--- src/sv/mbe_pkg.sv ---
`timescale 1ns / 1ps
// ----------------------------------------------------------------------------
// mbe_pkg
// Shared constants and controller/datapath handshake types for the
// escape-time engine.
// ----------------------------------------------------------------------------
package mbe_pkg;

   // Coordinate width default; coordinates carry INT_BITS integer bits
   localparam int COORD_WIDTH_DEF = 32;
   localparam int INT_BITS        = 4;

   // Iteration counter and limit register
   localparam int               CNT_WIDTH   = 16;
   localparam logic [CNT_WIDTH-1:0] LIMIT_RESET = 16'd256;

   // Commands from controller to datapath
   typedef struct packed {
      logic load;   // capture point, clear iterate and count
      logic mul;    // register the three products
      logic upd;    // escape test, then advance iterate and count
      logic emit;   // copy count into the result register
   } mbe_cmd_type;

   // Status from datapath to controller
   typedef struct packed {
      logic escape;      // |z|^2 > 4 on the registered products
      logic last;        // count + 1 reaches the limit
      logic limit_zero;  // limit register holds zero
   } mbe_stat_type;

endpackage

--- src/sv/mbe_ctrl.sv ---
`timescale 1ns / 1ps
// ----------------------------------------------------------------------------
// mbe_ctrl
// Sequencer: accepts a point, alternates product and update cycles until
// escape or limit, then hands the count to the result register.
// ----------------------------------------------------------------------------
module mbe_ctrl
   import mbe_pkg::*;
(
   input  logic         clock,
   input  logic         reset,
   input  logic         req_valid,
   output logic         req_ready,
   output logic         rsp_valid,
   input  logic         rsp_ready,
   input  mbe_stat_type stat,
   output mbe_cmd_type  cmd
);

   typedef enum logic [1:0] {
      ST_IDLE,
      ST_MUL,
      ST_UPD,
      ST_FINISH
   } state_type;

   state_type state_ff, state_in;
   logic      rsp_valid_ff, rsp_valid_in;
   logic      accept;

   // Take a word only between points
   assign req_ready = (state_ff == ST_IDLE);
   assign accept    = req_valid && req_ready;
   assign rsp_valid = rsp_valid_ff;

   // Datapath commands
   always_comb begin
      cmd.load = accept;
      cmd.mul  = (state_ff == ST_MUL);
      cmd.upd  = (state_ff == ST_UPD);
      cmd.emit = (state_ff == ST_FINISH) && (!rsp_valid_ff || rsp_ready);
   end

   // Next state
   always_comb begin
      state_in = state_ff;
      unique case (state_ff)
         ST_IDLE: begin
            if (accept) begin
               state_in = stat.limit_zero ? ST_FINISH : ST_MUL;
            end
         end
         ST_MUL: begin
            state_in = ST_UPD;
         end
         ST_UPD: begin
            state_in = (stat.escape || stat.last) ? ST_FINISH : ST_MUL;
         end
         ST_FINISH: begin
            if (cmd.emit) begin
               state_in = ST_IDLE;
            end
         end
         default: begin
            state_in = ST_IDLE;
         end
      endcase
   end

   // Result valid: set on emit, drop once taken
   always_comb begin
      rsp_valid_in = rsp_valid_ff;
      if (cmd.emit) begin
         rsp_valid_in = 1'b1;
      end else if (rsp_ready) begin
         rsp_valid_in = 1'b0;
      end
   end

   // Hold state and registered outputs
   always_ff @(posedge clock) begin
      if (reset) begin
         state_ff     <= ST_IDLE;
         rsp_valid_ff <= 1'b0;
      end else begin
         state_ff     <= state_in;
         rsp_valid_ff <= rsp_valid_in;
      end
   end

endmodule

--- config.mk ---
export PLATFORM = sky130hd
export DESIGN_NAME = mbe_ctrl
export DESIGN_NICKNAME = d
export VERILOG_FILES = /design/src/sv/mbe_pkg.sv /design/src/sv/mbe_ctrl.sv
export SDC_FILE = /design/constraint.sdc
export NUM_CORES = 1
export LEC_CHECK = 0
export BUFFER_PORTS_ARGS = -buffer_cell sky130_fd_sc_hd__clkbuf_2
export CORE_AREA = 2 2 39 41
export CTS_BUF_LIST = sky130_fd_sc_hd__clkbuf_8
export CTS_CLUSTER_DIAMETER = 100
export CTS_CLUSTER_SIZE = 25
export DETAILED_ROUTE_END_ITERATION = 16
export DIE_AREA = 0 0 41 43
export PLACE_DENSITY = 0.37
export SLEW_MARGIN = 25
export SYNTH_ARGS = -nofsm -noshare
export SYNTH_HDL_FRONTEND = slang
export SYNTH_SLANG_ARGS = --single-unit
--- constraint.sdc ---
create_clock -name clock -period 2.7 [get_ports clock]
set_clock_uncertainty 0.1 [all_clocks]
set_input_delay 0.405 -clock clock [delete_from_list [all_inputs] [get_ports clock]]
set_output_delay 0.405 -clock clock [all_outputs]
set_load 0.05 [all_outputs]
# After elaboration in Yosys (flattened, before gate mapping)
# Cells that the tools add are included.
dict set report op_classes {
  reduce_logical 8
  eq_ne 5
  muxes 7
}
# op n
set ops {}
lappend ops {{2-to-1 mux 2 bit} 4}
lappend ops {{case mux 2 bit (4 select lines)} 1}
lappend ops {{== test 2 bit (second input constant)} 2}
lappend ops {{== test 2 x 1 -> 1 bit (second input constant)} 1}
lappend ops {{logical AND 1 bit} 2}
lappend ops {{zero test 2 bit} 1}
lappend ops {{logical OR 1 bit} 2}
lappend ops {{2-to-1 mux 1 bit} 2}
lappend ops {{inequality test 2 x 1 -> 1 bit (second input constant)} 1}
lappend ops {{inequality test 2 bit (second input constant)} 1}
lappend ops {{AND reduction 2 bit} 1}
lappend ops {{nonzero test 2 bit} 1}
lappend ops {{zero test 1 bit} 1}
dict set report totals {
  reg_bits 3
  out_inout_bits 6
}

# Depth between registers and ports, before layout
# Gate-level depths: netlist of the first run.
dict set report logic_depth {
  ltp_word 5
  ltp_mapped 3
  ltp_nobuf 3
}

# Worst setup path after synthesis of the first run
# No wires, ideal clock.
dict set report synth_timing {
  path_type {register to output}
  start {reg state_ff[0]}
  end {out cmd[3] (netlist name)}
  stages_incl_launch_ff 4
  t_arrival_ns 1.464
  setup_slack_ns 0.731
  t_required_ns 2.195
  cell_sequence {dfxtp_1 > nor2_1 > and2_1 > buf_4}
}
dict set report synth_via {
  elab_chain_cells 2
}
# item line
set synth_rtl {}
lappend synth_rtl {{from (decl)} mbe_ctrl.sv:27} ;# state_type state_ff, state_in;
lappend synth_rtl {{from (signal assigned)} mbe_ctrl.sv:86} ;# state_ff <= state_in;
lappend synth_rtl {{zero test 2 bit} mbe_ctrl.sv:32} ;# assign req_ready = (state_ff == ST_IDLE);
lappend synth_rtl {{via req_ready} mbe_ctrl.sv:13} ;# output logic req_ready,
lappend synth_rtl {{logical AND 1 bit} mbe_ctrl.sv:33} ;# assign accept = req_valid && req_ready;
lappend synth_rtl {{to (decl)} mbe_ctrl.sv:17} ;# output mbe_cmd_type cmd
# The timed path passes the listed nets, and every way through them passes these cells.

==> impl_metrics.tcl, run 1 <==
set metrics [dict create \
    rows 14 \
    antenna_found_initial 0 \
    antenna_left 0 \
    grt_pass1_wl_um 696 \
    drive_above_1_share 0.559 \
    drc 0 \
    cp-start-kind "flip-flop" \
    rsz0062_at_grt "false" \
    cts_resized 0 \
    yosys-top-cells-area "dfxtp_1, buf_4, nor2b_4" \
    hold_path.class "input pin to flip-flop" \
    die_area_mm2 0.00176 \
    synthTopCellsByCount "dfxtp_1, nor2_1, a21oi_1, buf_4, nand2_1" \
    start_util 0.129 \
    yosys_warnings 0 \
    synth-seq-cells 3 \
    die_h_um 43 \
    finalNonFillerCells 50 \
    place_area_um2 244 \
    period_minus_slack_ns 1.73 \
    clock-sinks 3 \
    synth_edf_count 0 \
    yosys.area.top_type "dfxtp_1" \
    fmax_mhz 578 \
    syn_inst 20 \
    power_density_mw_per_mm2 832 \
    finalHoldViolCount 0 \
    clk_latency_ns 0.21 \
    wl_um 416 \
    cp_max_fo 7 \
    area_growth_pct 61.5 \
    die_w_um 41 \
    drt-initial-drc-count 1 \
    antenna_cells 0 \
    power_switching_uw 76.6 \
    postSynthAreaPerCell_um2 8.95 \
    vias_per_cell 3.52 \
    min_period_over_period 0.641 \
    preCtsSetupSlack_ns 1.16 \
    nFillCells 161 \
    ff_latch_area_um2 60.1 \
    combPwrFrac 0.247 \
    ys.flop_type "dfxtp_1" \
    place_inst 46 \
    syn_nets 27 \
    yosysSeqAreaShare 0.336 \
    multi_input_area_um2 104 \
    final_max_slew_viol_count 0 \
    p_leak_nw 0.138 \
    nets 42 \
    setup_ws_ns 0.970 \
    synth_cell_types 13 \
    yosysTopAreaCellShare 0.336 \
    synth_area_um2 179 \
    vdd_ir_drop_max_mv 0.340 \
    slew_headroom 0.819 \
    grt_pass1_vias 174 \
    root_buffer "clkbuf_8" \
    worstPathRequired_ns 2.19 \
    vias 176 \
    setup_viol 0 \
    worst_slew_pin_slew_ns 0.271 \
    clk_pin_slew_ns 0.03 \
    path_class "flip-flop to output pin" \
    async_flop_share 0 \
    grt_max_degree 9 \
    gp_congestion 0.655 \
    internal_power_uw 164 \
    final_area_um2 289 \
    status "finished clean" \
    max-cap-violations 0 \
    h-tree-depth 1 \
    hold_buffers 0 \
    p_sw_frac 0.319 \
    first_pass_iters 2 \
    io_pins 13 \
    seqPwrFrac 0.229 \
    cts_made_buffers 3 \
    clkPwrFrac 0.525 \
    fp.coreArea_mm2 0.00138 \
    grt-ovfl-total 0 \
    cts_tree "yes" \
    globalRouteTotalUtil 0.0642 \
    fin_tns_setup_ns 0 \
    end_kind "output pin" \
    cp.arrival_ns 1.23 \
    port_buffers 12 \
    cts_max_path_buffers 2 \
    power.total_uw 240 \
    post_drt_wl_per_cell_um 8.32 \
    postCtsSetupRepairBufs 0 \
]
[area by class of cell]
type	instances	share of cell area
Timing Repair Buffer	12	0.208
Tap cell	16	0.0693
Multi-Input combinational cell	15	0.359
Sequential cell	3	0.208
Clock inverter	1	0.0130
Clock buffer	3	0.143
[logic make-up after synthesis]
group           count (synthesis)  synth area share
compound gates                  4             0.140
buf+inv                         2            0.0839
flops                           3             0.336
simple gates                   11             0.441
[registers in the layout, summed over array words and instances, names as in the netlist]
signal,count
state_ff,2
rsp_valid,1
[through the flow]
step	util	hold slack, ns
after global placement	0.176	0.448
after CTS	0.209	0.298
after detailed placement	0.176	0.445
final	0.209	0.302
after floorplan	-	0.374
after global routing	0.209	0.306
[power groups by stage]
stage / registers, mW / logic, mW / clock network [mW]
2_1_floorplan: 0.0563 / 0.0471 / 0
3_3_place_gp: 0.0558 / 0.0601 / 0
3_5_place_dp: 0.0556 / 0.0598 / 0
4_1_cts: 0.0549 / 0.0599 / 0.131
5_1_grt: 0.0559 / 0.0636 / 0.138
6_report: 0.0550 / 0.0593 / 0.126
[critical path, cell delays in order (launching register included)]
cell	delay, ns
dfxtp_1	0.46
nand2_1	0.08
nor2_1	0.16
clkbuf_2	0.31
[layer usage]
layer | global-route usage | part of all wire
met3 | 0.0524 | 0.17
met2 | 0.0625 | 0.33
met5 | 0 | 0
met1 | 0.0801 | 0.50
met4 | 0.0600 | 0
[cell usage in the layout, fill, tap and decap left out, drive strengths merged, types with 2 or more instances in the layout]
master,count
clkbuf,15
nor2b,2
nand2,2
a21oi,2
nor2,3
dfxtp,3
[path summary, 6_finish.rpt]
kind | from | to | slack (ns) | depth (start not counted)
setup / recovery | state_ff[0] | cmd[0] | 0.97 | 3
setup reg to reg | rsp_valid | state_ff[1] | 1.62 | 3
hold / removal | reset | state_ff[0] | 0.30 | 2
hold reg to reg | state_ff[1] | state_ff[0] | 0.45 | 2
Note: power is estimated with default switching activity, not from simulation.
==> run 2, diff against run 1 <==
ABC_AREA = 1   (was unset)
PLACE_DENSITY = 0.38   (was 0.37)
clock period = 1.6 ns   (was 2.7 ns; I/O delays follow)
==> impl_metrics.tcl, run 2 <==
set metrics [dict create \
    rsz0062_at_grt "false" \
    cts_tree "yes" \
    cp_max_fo 6 \
    die_w_um 41 \
    worstPathRequired_ns 1.26 \
    first_pass_iters 1 \
    grt_pass1_vias 204 \
    drive_above_1_share 0.488 \
    worstReg2RegStart "state_ff[1]" \
    fin_tns_setup_ns 0 \
    hold_end "state_ff[1]" \
    worst_slew_pin_slew_ns 0.276 \
    slew_headroom 0.817 \
    grt-ovfl-total 0 \
    clock-sinks 3 \
    vias 209 \
    yosysSeqAreaShare 0.312 \
    die_area_mm2 0.00176 \
    r2r_end "state_ff[1]" \
    min_path_cells 2 \
    cp.arrival_ns 1.12 \
    synthTopCellsByCount "nand2_1, inv_1, nor2_1" \
    synth_area_um2 193 \
    yosys-top-cells-area "dfxtp_1, nand2_1, buf_4" \
    p_leak_nw 0.158 \
    h-tree-depth 1 \
    clk_pin_slew_ns 0.03 \
    antenna_left 0 \
    top_register "state_ff" \
    reg2regPathDepth 6 \
    post_drt_wl_per_cell_um 6.93 \
    post-dp-hpwl_um 361 \
    drc 0 \
    rows 14 \
    syn_nets 36 \
    holdWs_ns 0.120 \
    async_flop_share 0 \
    synth_top_family_by_area "simple AND/OR/NAND/NOR gates" \
    start_util 0.139 \
    final_cell_mix "clkbuf_2, inv_1, nand2_1, nor2_1" \
    path_class "flip-flop to output pin" \
    cts_made_buffers 3 \
    gp_congestion 0.634 \
    yosysTopAreaCellShare 0.312 \
    antenna_cells 0 \
    yosys_warnings 0 \
    drt-initial-drc-count 0 \
    end_kind "output pin" \
    io_pins 13 \
    hold_path.class "input pin to flip-flop" \
    yosysMostFrequentCell "nand2_1" \
    synth-simple-area-share 0.370 \
    die_h_um 43 \
    postSynthAreaPerCell_um2 6.64 \
    nets 51 \
    cts_max_path_buffers 2 \
    vias_per_cell 3.54 \
    final_common_cell "clkbuf_2" \
    fp.coreArea_mm2 0.00138 \
    synth-seq-cells 3 \
    antenna_found_initial 0 \
    vdd_ir_drop_max_mv 0.319 \
    area_growth_pct 58.4 \
    grt_max_degree 7 \
    wl_um 409 \
    syn_inst 29 \
    ys.flop_type "dfxtp_1" \
    synth_cell_types 14 \
    cp-start-kind "flip-flop" \
    synth-compound-area-share 0.123 \
    max-cap-violations 0 \
    fmax_mhz 685 \
    setup_viol 0 \
    r2r_setup_slack_ns 0.59 \
    finalHoldViolCount 0 \
    status "finished clean" \
    synth_edf_count 0 \
    yosys.area.top_type "dfxtp_1" \
    synth_mux_area_frac 0 \
    min-delay-start "reset" \
    port_buffers 12 \
    yosys.area_share.adder 0 \
    power_density_mw_per_mm2 1300 \
    clk_latency_ns 0.21 \
    synth_xor_area_frac 0 \
    final_max_slew_viol_count 0 \
    globalRouteTotalUtil 0.0721 \
    period_minus_slack_ns 1.46 \
    largest_reg_flops 2 \
    grt_pass1_wl_um 765 \
    root_buffer "clkbuf_8" \
    min_period_over_period 0.912 \
]
[run 2: area by class of cell]
type / count / area, um^2
inverters: 6 / 22.5
flip-flops and latches: 3 / 60.1
well taps: 16 / 20.0
repair buffers: 12 / 62.6
multi-input cells: 18 / 95.1
fillers: 170 / 1080
clock buffers: 3 / 41.3
clock inverters: 1 / 3.75
[run 2: logic make-up (layout without fill, tap and decap cells)]
logic type	Yosys count	after routing
and+or+nand+nor	14	14
buffers and inverters	8	22
DFF	3	3
AOI/OAI and AO/OA	4	4
[run 2: metrics by stage]
| stage | setup WS, ns | total power [mW] | instances | cell area, um^2 | util |
|---|---|---|---|---|---|
| 2_1_floorplan | 0.0905 | 0.168 | 29 | 193 | - |
| 3_3_place_gp | 0.288 | 0.190 | 55 | 258 | 0.186 |
| 3_5_place_dp | 0.277 | 0.188 | 55 | 258 | 0.186 |
| 4_1_cts | 0.0474 | 0.405 | 59 | 303 | 0.219 |
| 5_1_grt | 0.0252 | 0.427 | 59 | 305 | 0.221 |
| 6_report | 0.140 | 0.396 | 59 | 305 | 0.221 |
[run 2: how the worst max path moves through the flow]
| stage | cells after the start | startpoint | endpoint |
|---|---|---|---|
| 6_report | 3 | state_ff[0] | cmd[0] |
| 5_1_grt | 3 | state_ff[0] | cmd[0] |
| 4_1_cts | 3 | state_ff[0] | cmd[0] |
| 3_5_place_dp | 3 | state_ff[0] | cmd[0] |
| 3_3_place_gp | 3 | state_ff[0] | cmd[0] |
| 2_1_floorplan | 4 | state_ff[0] | state_ff[1] |
[run 2: critical path, cell delays in order, from the launching register on]
cell     delay (ns)
dfxtp_1        0.41
inv_2          0.07
nor3_2         0.20
buf_4          0.23
[run 2: power by group]
| part | switching (mW) | internal (mW) | leakage (nW) |
|---|---|---|---|
| Combinational | 0.0714 | 0.0256 | 0.106 |
| Sequential | 0.00787 | 0.0811 | 0.0247 |
| Clock | 0.0467 | 0.163 | 0.0269 |
[run 2: what timing repair did]
| action | CTS | global route |
|---|---|---|
| endpoints found under the setup margin | 0 | 1 |
| resized for setup | 0 | 3 |
| hold buffers | 0 | 0 |
| buffers inserted | 0 | 0 |
[run 2: routing by layer]
| layer | track usage | routed length (um) | up-vias | part of all wire |
|---|---|---|---|---|
| met1 | 0.0735 | 147 | 86 | 0.36 |
| met2 | 0.0875 | 204 | 9 | 0.50 |
| met5 | 0 | 0 | - | 0 |
| li1 | - | - | 114 | - |
| met4 | 0.0400 | 0 | 0 | 0 |
| met3 | 0.0785 | 57 | 0 | 0.14 |
==> run 3, diff against run 2 <==
RECOVER_POWER = 50   (was unset)
==> impl_metrics.tcl, run 3 (synthesis results as in run 2) <==
set metrics [dict create \
    status "finished clean" \
    power.total_uw 394 \
    path_class "flip-flop to output pin" \
    final_cell_mix "clkbuf_2, inv_1, nor2_1, nand2_1" \
    r2r_end "state_ff[0]" \
    min_path_cells 2 \
    worst_slew_pin_slew_ns 0.588 \
    vdd_ir_drop_max_mv 0.318 \
    top_register "state_ff" \
    first_pass_iters 1 \
    r2r_setup_slack_ns 0.59 \
    clk_latency_ns 0.21 \
    grt_pass1_vias 204 \
    cp.arrival_ns 1.12 \
    worstPathRequired_ns 1.26 \
    cp-start-kind "flip-flop" \
    finalHoldViolCount 0 \
    nets 51 \
    slew_headroom 0.610 \
    h-tree-depth 1 \
    drive_above_1_share 0.442 \
    nFillCells 172 \
    final_max_slew_viol_count 0 \
    worstReg2RegStart "rsp_valid" \
    holdWs_ns 0.120 \
    min-delay-start "reset" \
    cts_tree "yes" \
    port_buffers 12 \
    place_area_um2 258 \
    grt-ovfl-total 0 \
    grt_max_degree 7 \
    io_pins 13 \
    cp_max_fo 6 \
    cts_made_buffers 3 \
    largest_reg_flops 2 \
    die_h_um 43 \
    antenna_found_initial 0 \
    fin_tns_setup_ns 0 \
    reg2regPathDepth 4 \
    rows 14 \
    final_area_um2 297 \
    gp_congestion 0.634 \
    drc 0 \
    antenna_cells 0 \
    globalRouteTotalUtil 0.0721 \
    root_buffer "clkbuf_8" \
    vias_per_cell 3.58 \
    hold_end "state_ff[1]" \
    grt_pass1_wl_um 765 \
    start_util 0.139 \
    p_leak_nw 0.155 \
    wl_um 407 \
    fmax_mhz 685 \
    power_density_mw_per_mm2 1330 \
    cts_max_path_buffers 2 \
    max-cap-violations 0 \
    post_drt_wl_per_cell_um 6.90 \
    post-dp-hpwl_um 361 \
    die_area_mm2 0.00176 \
    setup_viol 0 \
    min_period_over_period 0.912 \
    end_kind "output pin" \
    die_w_um 41 \
    fp.coreArea_mm2 0.00138 \
    antenna_left 0 \
    period_minus_slack_ns 1.46 \
    clock-sinks 3 \
    vias 211 \
    hold_path.class "input pin to flip-flop" \
    clk_pin_slew_ns 0.03 \
    final_common_cell "clkbuf_2" \
    rsz0062_at_grt "false" \
    area_growth_pct 53.9 \
    drt-initial-drc-count 0 \
]
## run 3: critical path, cell delays in order, from the launching register on
cell	delay, ns
dfxtp_1	0.41
inv_2	0.07
nor3_2	0.20
buf_4	0.23
## run 3: final cells by class
cell class / count / area (um^2) / area share
sequential: 3 / 60.1 / 0.203
timing repair buffer: 12 / 61.3 / 0.207
clock inverter: 1 / 3.75 / 0.0127
tap: 16 / 20.0 / 0.0675
multi-input combinational: 18 / 87.6 / 0.295
inverter: 6 / 22.5 / 0.0759
clock buffer: 3 / 41.3 / 0.139
## run 3: timing repair
action	4_1_cts	5_1_grt
buffers inserted	0	0
gates resized for setup	0	3
hold buffers	0	0
endpoints found under the setup margin	0	1
## run 3: metal layers
layer,vias to the layer above,part of all wire,track usage
met5,-,0,0
met4,0,0,0.0400
met3,0,0.14,0.0785
met2,9,0.50,0.0875
met1,88,0.35,0.0735
li1,114,-,-
## run 3: worst max path at each step
stage,start,end,cells past startpoint
after floorplan,state_ff[0],state_ff[1],4
after global placement,state_ff[0],cmd[0],3
after detailed placement,state_ff[0],cmd[0],3
after CTS,state_ff[0],cmd[0],3
after global routing,state_ff[0],cmd[0],3
final,state_ff[0],cmd[0],3
## run 3: report_power, final
part	total (mW)	leakage (nW)	internal (mW)	switching, mW
clock network	0.210	0.0269	0.163	0.0467
logic	0.0955	0.103	0.0252	0.0704
registers	0.0889	0.0247	0.0811	0.00782
total	0.394	0.155	0.269	0.125
## run 3: per-stage QoR
| step | worst slack (ns) | utilization | cells |
|---|---|---|---|
| 3_3_place_gp | 0.288 | 0.186 | 55 |
| 4_1_cts | 0.0474 | 0.219 | 59 |
| 3_5_place_dp | 0.277 | 0.186 | 55 |
| 2_1_floorplan | 0.0905 | - | 29 |
| 6_report | 0.140 | 0.214 | 59 |
| 5_1_grt | 0.0252 | 0.214 | 59 |
